--- config.mk ---
export PLATFORM = sky130hd
export DESIGN_NAME = polyphase_rational_resampler_top_flat
export DESIGN_NICKNAME = d
export VERILOG_FILES = /design/src/prr_pkg.sv /design/src/prr_in_if.sv /design/src/prr_out_if.sv /design/src/polyphase_rational_resampler_top.sv /design/src/flat_wrapper.sv
export SDC_FILE = /design/constraint.sdc
export NUM_CORES = 2
export LEC_CHECK = 0
export BUFFER_PORTS_ARGS = -buffer_cell sky130_fd_sc_hd__buf_4
export CORE_ASPECT_RATIO = 1.25
export CORE_MARGIN = 3
export CORE_UTILIZATION = 26
export DETAILED_ROUTE_END_ITERATION = 10
export HOLD_SLACK_MARGIN = 0.05
export PLACE_DENSITY = 0.4
export SLEW_MARGIN = 10
export SYNTH_ARGS = -nofsm -noshare
export SYNTH_HDL_FRONTEND = slang
export SYNTH_SLANG_ARGS = --single-unit
--- constraint.sdc ---
create_clock -name i_clk -period 6.4 [get_ports i_clk]
set_input_delay 0.32 -clock i_clk [delete_from_list [all_inputs] [get_ports i_clk]]
set_output_delay 0.32 -clock i_clk [all_outputs]
set_load 0.1 [all_outputs]
--- src/prr_pkg.sv ---
// Shared widths, codes and saturation limits of the polyphase rational resampler.
// No dependencies; every other file of the block refers to it by scoped names.
`timescale 1ns / 1ps

package prr_pkg;

    // Field widths of the request and result items
    localparam int REQ_W      = 2;
    localparam int SAMPLE_W   = 16;
    localparam int COEF_W     = 18;
    localparam int SHIFT_W    = 6;
    localparam int PHSEL_W    = 2;
    localparam int TAPSEL_W   = 5;

    // Configuration registers
    localparam int INTERP_W   = 3;
    localparam int DECIM_W    = 5;
    localparam int CFG_IDX_W  = 1;
    localparam int CFG_DATA_W = 5;

    localparam logic [CFG_IDX_W-1:0] CFG_INTERP = 1'b0;
    localparam logic [CFG_IDX_W-1:0] CFG_DECIM  = 1'b1;

    // Result limits and rounding
    localparam int RESULT_CAP = 40;
    localparam int ROUND_HALF = 32768;

    localparam logic signed [SAMPLE_W-1:0] SAT_MAX = 16'sh7FFF;
    localparam logic signed [SAMPLE_W-1:0] SAT_MIN = 16'sh8000;

    typedef enum logic [REQ_W-1:0] {
        REQ_SAMPLE     = 2'd0,
        REQ_END        = 2'd1,
        REQ_LOAD_COEF  = 2'd2,
        REQ_LOAD_SHIFT = 2'd3
    } t_req;

endpackage

--- src/prr_in_if.sv ---
// Request channel of the resampler: valid/ready plus the request item fields.
// Depends on prr_pkg for the field widths.
`timescale 1ns / 1ps

interface prr_in_if;

    logic                                 valid;
    logic                                 ready;
    logic        [prr_pkg::REQ_W-1:0]     req_type;
    logic signed [prr_pkg::SAMPLE_W-1:0]  sample_re;
    logic signed [prr_pkg::SAMPLE_W-1:0]  sample_im;
    logic        [prr_pkg::PHSEL_W-1:0]   phase_sel;
    logic        [prr_pkg::TAPSEL_W-1:0]  tap_sel;
    logic signed [prr_pkg::COEF_W-1:0]    load_value;

    modport source (
        output valid, req_type, sample_re, sample_im, phase_sel, tap_sel, load_value,
        input  ready
    );

    modport sink (
        input  valid, req_type, sample_re, sample_im, phase_sel, tap_sel, load_value,
        output ready
    );

endinterface

--- src/prr_out_if.sv ---
// Result channel of the resampler: valid/ready plus the result item fields.
// Depends on prr_pkg for the field widths.
`timescale 1ns / 1ps

interface prr_out_if;

    logic                                valid;
    logic                                ready;
    logic signed [prr_pkg::SAMPLE_W-1:0] out_re;
    logic signed [prr_pkg::SAMPLE_W-1:0] out_im;
    logic                                last;

    modport source (
        output valid, out_re, out_im, last,
        input  ready
    );

    modport sink (
        input  valid, out_re, out_im, last,
        output ready
    );

endinterface

--- src/polyphase_rational_resampler_top.sv ---
// Top level of the polyphase rational resampler (L/M, complex Q1.15 stream).
// Depends on prr_pkg, prr_in_if and prr_out_if.
//
// Usage:
//  - i_req carries items: a sample, an end of stream, a coefficient load
//    (phase_sel, tap_sel, load_value) or a phase shift load (phase_sel,
//    low 6 bits of load_value). o_res carries filter outputs; last marks the
//    final result caused by one request item.
//  - i_cfg_we/i_cfg_idx/i_cfg_data write L (index 0) and M (index 1); write
//    them only while the block is idle.
//  - Loads return nothing. A sample or end item holds
//    i_req.ready low until all its results are computed. Each result runs
//    FILTER_ORDER+1 taps through the one complex MAC (two 16x18 multipliers,
//    one tap per cycle) after an address step and a window check, then
//    drains the pipeline and hands off to the output register; an end item
//    first pushes FILTER_ORDER/2 trailing zeros.
//  - Results go through a one-entry output register: a stalled receiver only
//    holds the sequencer when the next result is ready and the register is full.
//  - Synchronous reset (i_rst_n low) empties the history (valid bits cleared
//    at once), rewinds the stream and sets L = M = 1. Coefficient and shift
//    tables are not cleared and must be loaded before use.
`timescale 1ns / 1ps

module polyphase_rational_resampler_top #(
    parameter int MAX_PHASES    = 4,
    parameter int FILTER_ORDER  = 16,
    parameter int HISTORY_DEPTH = 32
) (
    input  logic                               i_clk,
    input  logic                               i_rst_n,
    prr_in_if.sink                             i_req,
    prr_out_if.source                          o_res,
    input  logic                               i_cfg_we,
    input  logic [prr_pkg::CFG_IDX_W-1:0]      i_cfg_idx,
    input  logic [prr_pkg::CFG_DATA_W-1:0]     i_cfg_data
);

    localparam int TAPS    = FILTER_ORDER + 1;
    localparam int HALF    = FILTER_ORDER / 2;
    localparam int PW      = (MAX_PHASES > 1) ? $clog2(MAX_PHASES) : 1;
    localparam int SW      = $clog2(HISTORY_DEPTH);
    localparam int CW      = $clog2(MAX_PHASES * TAPS);
    localparam int TW      = $clog2(TAPS);
    localparam int ZW      = $clog2(HALF + 1);
    localparam int NW      = $clog2(prr_pkg::RESULT_CAP + 1);
    localparam int PROD_W  = prr_pkg::SAMPLE_W + prr_pkg::COEF_W;
    localparam int AW      = PROD_W + $clog2(TAPS);
    localparam int HW      = 2 * prr_pkg::SAMPLE_W;

    localparam logic signed [SW+1:0] DEPTH_S = (SW + 2)'(HISTORY_DEPTH);

    typedef enum logic [6:0] {
        S_IDLE  = 7'b0000001,
        S_PUSH  = 7'b0000010,
        S_ADDR  = 7'b0000100,
        S_CHECK = 7'b0001000,
        S_MAC   = 7'b0010000,
        S_DRAIN = 7'b0100000,
        S_EMIT  = 7'b1000000
    } t_state;

    // ------------------------------------------------------------------
    // State
    // ------------------------------------------------------------------
    t_state                             r_state, n_state;
    logic [prr_pkg::INTERP_W-1:0]       r_interp;
    logic [prr_pkg::DECIM_W-1:0]        r_decim;

    logic [HW-1:0]                      r_hist_mem [HISTORY_DEPTH];
    logic [HISTORY_DEPTH-1:0]           r_hvalid;
    logic signed [prr_pkg::COEF_W-1:0]  r_coef_mem [MAX_PHASES * TAPS];
    logic signed [prr_pkg::SHIFT_W-1:0] r_shift    [MAX_PHASES];

    logic [31:0]                        r_seen;
    logic [SW-1:0]                      r_wr_slot;
    logic [31:0]                        r_base;
    logic [SW-1:0]                      r_base_slot;
    logic [PW-1:0]                      r_phase;
    logic [NW-1:0]                      r_nres;
    logic                               r_is_end;
    logic [ZW-1:0]                      r_zcnt;
    logic                               r_more;
    logic [TW-1:0]                      r_tap;

    logic [31:0]                        r_start;
    logic [SW-1:0]                      r_rd_slot;
    logic [CW-1:0]                      r_coef_addr;

    // MAC pipeline: read -> multiply -> accumulate
    logic                               r_s1, r_s2;
    logic [HW-1:0]                      r_hist_q;
    logic                               r_hist_v;
    logic signed [prr_pkg::COEF_W-1:0]  r_coef_q;
    logic signed [PROD_W-1:0]           r_prod_re, r_prod_im;
    logic signed [AW-1:0]               r_acc_re, r_acc_im;

    logic                               r_pend_vld;
    logic signed [prr_pkg::SAMPLE_W-1:0] r_pend_re, r_pend_im;
    logic                               r_out_valid;
    logic signed [prr_pkg::SAMPLE_W-1:0] r_out_re, r_out_im;
    logic                               r_out_last;

    // ------------------------------------------------------------------
    // Helpers
    // ------------------------------------------------------------------
    // Bring a slot sum back into [0, HISTORY_DEPTH); input is within one depth.
    function automatic logic [SW-1:0] wrap_slot(input logic signed [SW+1:0] v);
        logic [SW-1:0] res;
        if (v < 0) begin
            res = SW'(v + DEPTH_S);
        end else if (v >= DEPTH_S) begin
            res = SW'(v - DEPTH_S);
        end else begin
            res = SW'(v);
        end
        return res;
    endfunction

    // Round half up to Q1.15, then saturate.
    function automatic logic signed [prr_pkg::SAMPLE_W-1:0] round_sat(
        input logic signed [AW-1:0] acc
    );
        logic signed [AW:0]               sum;
        logic [AW-16:0]                   q;
        logic signed [prr_pkg::SAMPLE_W-1:0] res;
        sum = (AW + 1)'(acc) + (AW + 1)'(prr_pkg::ROUND_HALF);
        q   = sum[AW:16];
        if ((&q[AW-16:15]) || (~|q[AW-16:15])) begin
            res = q[15:0];
        end else if (q[AW-16]) begin
            res = prr_pkg::SAT_MIN;
        end else begin
            res = prr_pkg::SAT_MAX;
        end
        return res;
    endfunction

    // ------------------------------------------------------------------
    // Combinational control
    // ------------------------------------------------------------------
    prr_pkg::t_req          req_kind;
    logic                   req_acc;
    logic                   hist_we, coef_we, shift_we;
    logic                   ph_ok, tap_ok;
    logic [CW-1:0]          coef_waddr, coef_base;
    logic [3:0]             l_eff;
    logic [prr_pkg::DECIM_W-1:0] m_eff;
    logic signed [prr_pkg::SHIFT_W-1:0] cur_shift;
    logic [SW-1:0]          start_slot, wr_slot_inc, rd_slot_inc, base_slot_nxt;
    logic [31:0]            ahead;
    logic                   win_ok, more;
    logic                   out_free, pipe_idle, mac_last;
    logic [3:0]             phase_inc;
    logic                   ph_wrap;
    logic signed [6:0]      delta;
    logic                   res_done, emit_load, finish;
    logic signed [prr_pkg::SAMPLE_W-1:0] h_re, h_im;

    assign req_acc  = i_req.valid && i_req.ready;
    assign req_kind = prr_pkg::t_req'(i_req.req_type);
    assign ph_ok    = 32'(i_req.phase_sel) < MAX_PHASES;
    assign tap_ok   = 32'(i_req.tap_sel) <= FILTER_ORDER;
    assign hist_we  = req_acc && (req_kind == prr_pkg::REQ_SAMPLE);
    assign coef_we  = req_acc && (req_kind == prr_pkg::REQ_LOAD_COEF) && ph_ok && tap_ok;
    assign shift_we = req_acc && (req_kind == prr_pkg::REQ_LOAD_SHIFT) && ph_ok;

    assign coef_waddr = CW'(i_req.phase_sel) * CW'(TAPS) + CW'(i_req.tap_sel);
    assign coef_base  = CW'(r_phase) * CW'(TAPS);

    // Effective L and M: zero acts as one, L saturates at the phase count.
    always_comb begin
        priority if (r_interp == '0) begin
            l_eff = 4'd1;
        end else if (32'(r_interp) > MAX_PHASES) begin
            l_eff = 4'(MAX_PHASES);
        end else begin
            l_eff = 4'(r_interp);
        end
        m_eff = (r_decim == '0) ? prr_pkg::DECIM_W'(1) : r_decim;
    end

    assign cur_shift   = r_shift[r_phase];
    assign start_slot  = wrap_slot($signed({2'b00, r_base_slot}) + (SW + 2)'(cur_shift));
    assign wr_slot_inc = (r_wr_slot == SW'(HISTORY_DEPTH - 1)) ? '0 : r_wr_slot + SW'(1);
    assign rd_slot_inc = (r_rd_slot == SW'(HISTORY_DEPTH - 1)) ? '0 : r_rd_slot + SW'(1);

    // A window is complete when more than FILTER_ORDER elements lie past its
    // start; a start beyond the newest element (sign bit set) counts as not yet filled.
    assign ahead  = r_seen - r_start;
    assign win_ok = !ahead[31] && (ahead > 32'(FILTER_ORDER));
    assign more   = win_ok && (r_nres < NW'(prr_pkg::RESULT_CAP));

    // Advance to the next output: one position, plus M-L after the last phase.
    assign phase_inc     = 4'(r_phase) + 4'd1;
    assign ph_wrap       = phase_inc >= l_eff;
    assign delta         = ph_wrap ? (7'(m_eff) - 7'(l_eff) + 7'sd1) : 7'sd1;
    assign base_slot_nxt = wrap_slot($signed({2'b00, r_base_slot}) + (SW + 2)'(delta));

    assign out_free  = !r_out_valid || o_res.ready;
    assign pipe_idle = !r_s1 && !r_s2;
    assign mac_last  = r_tap == TW'(FILTER_ORDER);
    assign res_done  = (r_state == S_DRAIN) && pipe_idle;
    assign emit_load = (r_state == S_EMIT) && out_free;
    assign finish    = ((r_state == S_CHECK) && !r_pend_vld && !more)
                    || (emit_load && !r_more);

    assign h_re = r_hist_v ? $signed(r_hist_q[HW-1:prr_pkg::SAMPLE_W]) : '0;
    assign h_im = r_hist_v ? $signed(r_hist_q[prr_pkg::SAMPLE_W-1:0]) : '0;

    // Sequencer
    always_comb begin
        n_state = r_state;
        unique case (r_state)
            S_IDLE: begin
                if (req_acc) begin
                    unique case (req_kind)
                        prr_pkg::REQ_SAMPLE:     n_state = S_ADDR;
                        prr_pkg::REQ_END:        n_state = S_PUSH;
                        prr_pkg::REQ_LOAD_COEF,
                        prr_pkg::REQ_LOAD_SHIFT: n_state = S_IDLE;
                    endcase
                end
            end
            S_PUSH: begin
                if (r_zcnt == ZW'(HALF - 1)) n_state = S_ADDR;
            end
            S_ADDR: begin
                n_state = S_CHECK;
            end
            S_CHECK: begin
                priority if (r_pend_vld) begin
                    n_state = S_EMIT;
                end else if (more) begin
                    n_state = S_MAC;
                end else begin
                    n_state = S_IDLE;
                end
            end
            S_MAC: begin
                if (mac_last) n_state = S_DRAIN;
            end
            S_DRAIN: begin
                if (pipe_idle) n_state = S_ADDR;
            end
            S_EMIT: begin
                if (out_free) n_state = r_more ? S_MAC : S_IDLE;
            end
            default: begin
                n_state = S_IDLE;
            end
        endcase
    end

    // ------------------------------------------------------------------
    // Control registers
    // ------------------------------------------------------------------
    always_ff @(posedge i_clk) begin
        if (!i_rst_n) begin
            r_state     <= S_IDLE;
            r_interp    <= prr_pkg::INTERP_W'(1);
            r_decim     <= prr_pkg::DECIM_W'(1);
            r_hvalid    <= '0;
            r_seen      <= 32'(HALF);
            r_wr_slot   <= SW'(HALF);
            r_base      <= '0;
            r_base_slot <= '0;
            r_phase     <= '0;
            r_nres      <= '0;
            r_is_end    <= 1'b0;
            r_zcnt      <= '0;
            r_more      <= 1'b0;
            r_tap       <= '0;
            r_s1        <= 1'b0;
            r_s2        <= 1'b0;
            r_pend_vld  <= 1'b0;
            r_out_valid <= 1'b0;
        end else begin
            r_state <= n_state;

            if (i_cfg_we) begin
                if (i_cfg_idx == prr_pkg::CFG_INTERP) begin
                    r_interp <= i_cfg_data[prr_pkg::INTERP_W-1:0];
                end else if (i_cfg_idx == prr_pkg::CFG_DECIM) begin
                    r_decim <= i_cfg_data[prr_pkg::DECIM_W-1:0];
                end
            end

            // Start of a sample or end item
            if (hist_we) begin
                r_hvalid[r_wr_slot] <= 1'b1;
                r_seen              <= r_seen + 32'd1;
                r_wr_slot           <= wr_slot_inc;
                r_nres              <= '0;
                r_is_end            <= 1'b0;
            end
            if (req_acc && (req_kind == prr_pkg::REQ_END)) begin
                r_nres   <= '0;
                r_is_end <= 1'b1;
                r_zcnt   <= '0;
            end

            // Trailing zeros: an invalid slot reads as zero
            if (r_state == S_PUSH) begin
                r_hvalid[r_wr_slot] <= 1'b0;
                r_seen              <= r_seen + 32'd1;
                r_wr_slot           <= wr_slot_inc;
                r_zcnt              <= r_zcnt + ZW'(1);
            end

            if (r_state == S_CHECK) begin
                r_more <= more;
            end

            if (r_state == S_MAC) begin
                r_tap <= r_tap + TW'(1);
            end else begin
                r_tap <= '0;
            end
            r_s1 <= (r_state == S_MAC);
            r_s2 <= r_s1;

            // One result finished: hold it and advance to the next output
            if (res_done) begin
                r_pend_vld  <= 1'b1;
                r_nres      <= r_nres + NW'(1);
                r_phase     <= ph_wrap ? '0 : PW'(phase_inc);
                r_base      <= r_base + 32'(delta);
                r_base_slot <= base_slot_nxt;
            end

            if (emit_load) begin
                r_pend_vld  <= 1'b0;
                r_out_valid <= 1'b1;
            end else if (o_res.ready) begin
                r_out_valid <= 1'b0;
            end

            // End of stream: rewind for a new stream, keep tables and L/M
            if (finish && r_is_end) begin
                r_hvalid    <= '0;
                r_seen      <= 32'(HALF);
                r_wr_slot   <= SW'(HALF);
                r_base      <= '0;
                r_base_slot <= '0;
                r_phase     <= '0;
            end
        end
    end

    // ------------------------------------------------------------------
    // Datapath registers
    // ------------------------------------------------------------------
    always_ff @(posedge i_clk) begin
        if (r_state == S_ADDR) begin
            r_start     <= r_base + 32'(cur_shift);
            r_rd_slot   <= start_slot;
            r_coef_addr <= coef_base;
        end else if (r_state == S_MAC) begin
            r_rd_slot   <= rd_slot_inc;
            r_coef_addr <= r_coef_addr + CW'(1);
        end

        if (shift_we) begin
            r_shift[PW'(i_req.phase_sel)] <= $signed(i_req.load_value[prr_pkg::SHIFT_W-1:0]);
        end

        r_prod_re <= PROD_W'(h_re) * PROD_W'(r_coef_q);
        r_prod_im <= PROD_W'(h_im) * PROD_W'(r_coef_q);

        if ((r_state == S_CHECK) || (r_state == S_EMIT)) begin
            r_acc_re <= '0;
            r_acc_im <= '0;
        end else if (r_s2) begin
            r_acc_re <= r_acc_re + AW'(r_prod_re);
            r_acc_im <= r_acc_im + AW'(r_prod_im);
        end

        if (res_done) begin
            r_pend_re <= round_sat(r_acc_re);
            r_pend_im <= round_sat(r_acc_im);
        end

        if (emit_load) begin
            r_out_re   <= r_pend_re;
            r_out_im   <= r_pend_im;
            r_out_last <= !r_more;
        end
    end

    // Sample history memory: one write port, registered read
    always_ff @(posedge i_clk) begin
        if (hist_we) begin
            r_hist_mem[r_wr_slot] <= {i_req.sample_re, i_req.sample_im};
        end
        r_hist_q <= r_hist_mem[r_rd_slot];
        r_hist_v <= r_hvalid[r_rd_slot];
    end

    // Coefficient memory: one write port, registered read
    always_ff @(posedge i_clk) begin
        if (coef_we) begin
            r_coef_mem[coef_waddr] <= i_req.load_value;
        end
        r_coef_q <= r_coef_mem[r_coef_addr];
    end

    // ------------------------------------------------------------------
    // Ports
    // ------------------------------------------------------------------
    assign i_req.ready  = (r_state == S_IDLE);
    assign o_res.valid  = r_out_valid;
    assign o_res.out_re = r_out_re;
    assign o_res.out_im = r_out_im;
    assign o_res.last   = r_out_last;

endmodule

--- src/flat_wrapper.sv ---
// flat-port wrapper written by rule: the top's interface ports become plain ports
module polyphase_rational_resampler_top_flat 
#(
    parameter int MAX_PHASES    = 4,
    parameter int FILTER_ORDER  = 16,
    parameter int HISTORY_DEPTH = 32
)
  (i_clk, i_rst_n, i_cfg_we, i_cfg_idx, i_cfg_data, i_req_valid, i_req_req_type, i_req_sample_re, i_req_sample_im, i_req_phase_sel, i_req_tap_sel, i_req_load_value, i_req_ready, o_res_valid, o_res_out_re, o_res_out_im, o_res_last, o_res_ready);
  prr_in_if i_req_i ();
  prr_out_if o_res_i ();
  input  logic i_clk;
  input  logic i_rst_n;
  input  logic i_cfg_we;
  input  logic [prr_pkg::CFG_IDX_W-1:0] i_cfg_idx;
  input  logic [prr_pkg::CFG_DATA_W-1:0] i_cfg_data;
  input wire logic [$bits(i_req_i.valid)-1:0] i_req_valid;
  input wire logic [$bits(i_req_i.req_type)-1:0] i_req_req_type;
  input wire logic [$bits(i_req_i.sample_re)-1:0] i_req_sample_re;
  input wire logic [$bits(i_req_i.sample_im)-1:0] i_req_sample_im;
  input wire logic [$bits(i_req_i.phase_sel)-1:0] i_req_phase_sel;
  input wire logic [$bits(i_req_i.tap_sel)-1:0] i_req_tap_sel;
  input wire logic [$bits(i_req_i.load_value)-1:0] i_req_load_value;
  output wire logic [$bits(i_req_i.ready)-1:0] i_req_ready;
  output wire logic [$bits(o_res_i.valid)-1:0] o_res_valid;
  output wire logic [$bits(o_res_i.out_re)-1:0] o_res_out_re;
  output wire logic [$bits(o_res_i.out_im)-1:0] o_res_out_im;
  output wire logic [$bits(o_res_i.last)-1:0] o_res_last;
  input wire logic [$bits(o_res_i.ready)-1:0] o_res_ready;
  assign i_req_i.valid = i_req_valid;
  assign i_req_i.req_type = i_req_req_type;
  assign i_req_i.sample_re = i_req_sample_re;
  assign i_req_i.sample_im = i_req_sample_im;
  assign i_req_i.phase_sel = i_req_phase_sel;
  assign i_req_i.tap_sel = i_req_tap_sel;
  assign i_req_i.load_value = i_req_load_value;
  assign i_req_ready = i_req_i.ready;
  assign o_res_valid = o_res_i.valid;
  assign o_res_out_re = o_res_i.out_re;
  assign o_res_out_im = o_res_i.out_im;
  assign o_res_last = o_res_i.last;
  assign o_res_i.ready = o_res_ready;
  polyphase_rational_resampler_top #(.MAX_PHASES(MAX_PHASES), .FILTER_ORDER(FILTER_ORDER), .HISTORY_DEPTH(HISTORY_DEPTH)) u_core (.i_clk(i_clk), .i_rst_n(i_rst_n), .i_req(i_req_i), .o_res(o_res_i), .i_cfg_we(i_cfg_we), .i_cfg_idx(i_cfg_idx), .i_cfg_data(i_cfg_data));
endmodule
==> results.sh <==
export IMPL_status="complete, but fails checks"
export IMPL_violations_in_the_final_reports="setup timing"
export IMPL_synth_flop_cell="sky130_fd_sc_hd__edfxtp_1"
export IMPL_leak_nw=58.5
export IMPL_netlist_area_mm2=0.134
export IMPL_clk_pin_slew_ps=60
export IMPL_cp_end_kind="register"
export IMPL_via_count_of_the_first_global_routing_pass=83700
export IMPL_worst_slack_ps=-7.67
export IMPL_num_vias=78600
export IMPL_synthTopCellsByArea="sky130_fd_sc_hd__edfxtp_1, sky130_fd_sc_hd__fa_1, sky130_fd_sc_hd__mux4_2"
export IMPL_reg2reg_setup_slack_ps=-8
export IMPL_slew_headroom_pct=18.0
export IMPL_detail_route_wirelength_met1_um=163000
export IMPL_complex_gate_fraction_of_the_synthesized_area_pct=6.68
export IMPL_critical_path_peak_fanout=5
export IMPL_dp_final_hpwl_um=254000
export IMPL_layout_common_cells="sky130_fd_sc_hd__edfxtp_1, sky130_fd_sc_hd__inv_1, sky130_fd_sc_hd__nand2_1, sky130_fd_sc_hd__buf_4, sky130_fd_sc_hd__fa_1"
export IMPL_start_util_pct=26.2
export IMPL_buffer_ports_inserted=104
export IMPL_finalHoldViolCount=0
export IMPL_fmax_mhz=156
export IMPL_multi_input_area_mm2=0.0517
export IMPL_postSynth_asyncResetShare_pct=0
export IMPL_fillers=50700
export IMPL_ys_warnings_count=0
export IMPL_placement_rows=293
export IMPL_synth_largest_area_cell="sky130_fd_sc_hd__edfxtp_1"
export IMPL_cts_htree_levels=5
export IMPL_cts_sink_count=2724
export IMPL_nets=11000
export IMPL_area_delta_synth_final_pct=18.3
export IMPL_final_period_utilization_pct=100
export IMPL_arrival_ps=7220
export IMPL_place_gp_congestion=0.799
export IMPL_post_synth_mux_area_share_pct=10.5
export IMPL_chip_width_um=647
export IMPL_drt_wl_total_um=387000
export IMPL_post_synth_inst_count=9341
export IMPL_min_delay_path_class="in2reg"
export IMPL_yosys_cell_types_count=79
export IMPL_synth_seq_area_share_pct=58.6
export IMPL_data_required_time_of_the_worst_path_ps=7210
export IMPL_yosys_area_top_type_share_pct=53.5
export IMPL_core_region_area_mm2=0.511
export IMPL_vdd_ir_drop_max_mv=0.211
export IMPL_gr_usage_all_layers_pct=14.5
export IMPL_top_layer_used="met5"
export IMPL_ant_nets=0
export IMPL_setup_violations_final=2
export IMPL_total_power_mw=38.8
export IMPL_rsz_0062_raised_after_global_routing="true"
export IMPL_synth_nets=10400
export IMPL_post_synthesis_share_of_cell_area_spent_on_and_or_nand_and_nor_gates_pct=6.51
export IMPL_clk_latency_ps=960
export IMPL_sequential_cell_area_mm2=0.0784
export IMPL_area_of_the_die_mm2=0.523
export IMPL_grt_start_max_net_pins=87
export IMPL_synth_xor_area_share_pct=1.89
export IMPL_cellPowerDensity_mw_per_mm2=245
export IMPL_synthAdderAreaFrac_pct=12.4
export IMPL_detail_route_iter0_violations=5220
export IMPL_floorplan_die_height_um=807
export IMPL_placed_cells=16300
export IMPL_grt_antenna_before_repair=25
export IMPL_drt_pass1_iterations=5
export IMPL_routed_len_inst_um=22.8
export IMPL_ctsRootBufferMaster="sky130_fd_sc_hd__clkbuf_16"
export IMPL_cts_buffers_inserted=308
export IMPL_edff_count_synth=2381
export IMPL_final_max_slew_viol_count=0
export IMPL_synth_top_family_by_area="adder cells"
export IMPL_drt_drc_violations_left=0
export IMPL_routed_wl_met2_um=201000
export IMPL_io_pins=105
export IMPL_fin_cells=17000
export IMPL_final_min_clock_period_ps=6410
export IMPL_global_route_wire_length_before_repair_um=570000
export IMPL_post_route_cells_drive_above_1_share_pct=18.4
export IMPL_timing_setup_tns_ps=-11.4
export IMPL_avgViaCountPerCell=4.63
export IMPL_grt_overflow_total=0
export IMPL_timing_worst_slew_pin_value_ps=1220
export IMPL_cts_tree="yes"
export IMPL_detailroute_wirelength_met3_um=13000
export IMPL_kind_of_critical_path="reg2reg"
export IMPL_syn_area_per_cell_um2=14.3
export IMPL_cp_start_kind="register"
export IMPL_cts_path_max_buffers=4
export IMPL_ys_ff_latch=2724
export IMPL_clock_skew_ps=81.6
export IMPL_final_common_cell="sky130_fd_sc_hd__edfxtp_1"
export IMPL_cap_viol_max_count=0
registers in the layout (all words and copies together) (netlist names), 24 cells and up, named ones only:
name and flops:
u_core.r_shift 24, u_core.r_prod_im 34, u_core.r_seen 32, u_core.r_coef_mem 1224, u_core.r_hvalid 31, u_core.r_prod_re 34, u_core.r_hist_q 32, u_core.r_base 32
u_core.r_hist_mem 1024, u_core.r_acc_im 39, u_core.r_start 32, u_core.r_acc_re 39
final timing paths:
kind / from / endpoint / depth (start not counted)
worst max-delay path: u_core.r_hist_v$_DFF_P_ / u_core.r_prod_re[32]$_DFF_P_ / 27
worst min-delay path: i_req_sample_re[7] / u_core.r_hist_mem[27][23]$_DFFE_PP_ / 2
worst max register to register: u_core.r_hist_v$_DFF_P_ / u_core.r_prod_re[32]$_DFF_P_ / 27
worst min register to register: u_core.r_pend_re[4]$_DFFE_PP_ / u_core.o_res.out_re[4]$_DFFE_PP_ / 0
routing by layer:
layer	global-route usage, %	vias to the layer above
met5	0	-
met4	3.92	2
met2	26.2	1381
met3	1.68	467
li1	-	35700
met1	18.2	41100
critical path: stages, from the launching register on:
cell	delay (ps)
sky130_fd_sc_hd__dfxtp_4	390
sky130_fd_sc_hd__buf_8	110
sky130_fd_sc_hd__buf_12	130
sky130_fd_sc_hd__and2_4	170
sky130_fd_sc_hd__nand2_4	50
sky130_fd_sc_hd__fa_1	550
sky130_fd_sc_hd__inv_2	40
sky130_fd_sc_hd__fa_1	480
sky130_fd_sc_hd__inv_1	50
sky130_fd_sc_hd__fa_1	500
sky130_fd_sc_hd__inv_2	40
sky130_fd_sc_hd__fa_1	500
sky130_fd_sc_hd__fa_1	550
sky130_fd_sc_hd__inv_1	60
sky130_fd_sc_hd__fa_1	490
sky130_fd_sc_hd__inv_2	50
sky130_fd_sc_hd__ha_4	210
sky130_fd_sc_hd__a21o_1	150
sky130_fd_sc_hd__a21o_1	200
sky130_fd_sc_hd__or3_4	380
sky130_fd_sc_hd__a41oi_4	210
sky130_fd_sc_hd__or4_4	190
sky130_fd_sc_hd__a21oi_4	60
sky130_fd_sc_hd__o41ai_2	200
sky130_fd_sc_hd__buf_4	170
sky130_fd_sc_hd__o21bai_1	60
sky130_fd_sc_hd__a21oi_1	150
sky130_fd_sc_hd__xnor2_1	130
cell usage after synthesis (all sizes together) (104+ instances only):
| cell | instances |
|---|---|
| edfxtp | 2381 |
| mux2i | 361 |
| ha | 378 |
| inv | 762 |
| dfxtp | 343 |
| and3 | 317 |
| a21o | 126 |
| o221ai | 136 |
| buf | 106 |
| nand3 | 129 |
| nor2 | 474 |
| mux4 | 408 |
| o21ai | 289 |
| xnor2 | 183 |
| fa | 589 |
| clkbuf | 350 |
| a21oi | 414 |
| o22ai | 118 |
| mux2 | 104 |
| nand2 | 655 |
| xor2 | 106 |
where the power goes:
group / internal [mW] / total, mW / switching (mW)
sequential: 19.4 / 19.4 / 0.0636
combinational: 0.598 / 1.65 / 1.06
clock: 10.3 / 17.7 / 7.37
stage by stage:
| step | worst slack, ps | utilization [%] | instance area, um^2 | hold WS (ps) |
|---|---|---|---|---|
| 3_5_place_dp | -335 | 28.6 | 146000 | 405 |
| 6_report | -7.67 | 31.0 | 158000 | 345 |
| 3_3_place_gp | -385 | 28.6 | 146000 | 401 |
| 5_1_grt | -246 | 30.9 | 158000 | 291 |
| 4_1_cts | -13.5 | 30.8 | 157000 | 233 |
| 2_1_floorplan | 58.0 | - | 134000 | 400 |
logic make-up after synthesis:
group	count (synthesis)
multiplexers	873
XOR/XNOR	289
AO/OA/AOI/OAI	1401
AND/OR/NAND/NOR	1867
adder cells (fa/ha/maj)	967
flip-flops	2724
buffers and inverters	1220
layout make-up:
type	count	area share [%]
flip-flops and latches	2724	49.6
diodes	8	0.0127
clock buffers	391	5.22
inverters	764	1.81
well taps	6785	5.37
clock inverters	163	1.08
multi-input cells	5398	32.7
repair buffers	746	4.18
timing repair:
action	4_1_cts	5_1_grt
hold buffers	75	0
hold endpoints to repair	2287	0
cloned	0	6
endpoints found under the setup margin	22	27
setup buffers	5	32
pin swaps	28	109
resized for setup	83	161
Note: power is estimated with default switching activity, not from simulation.
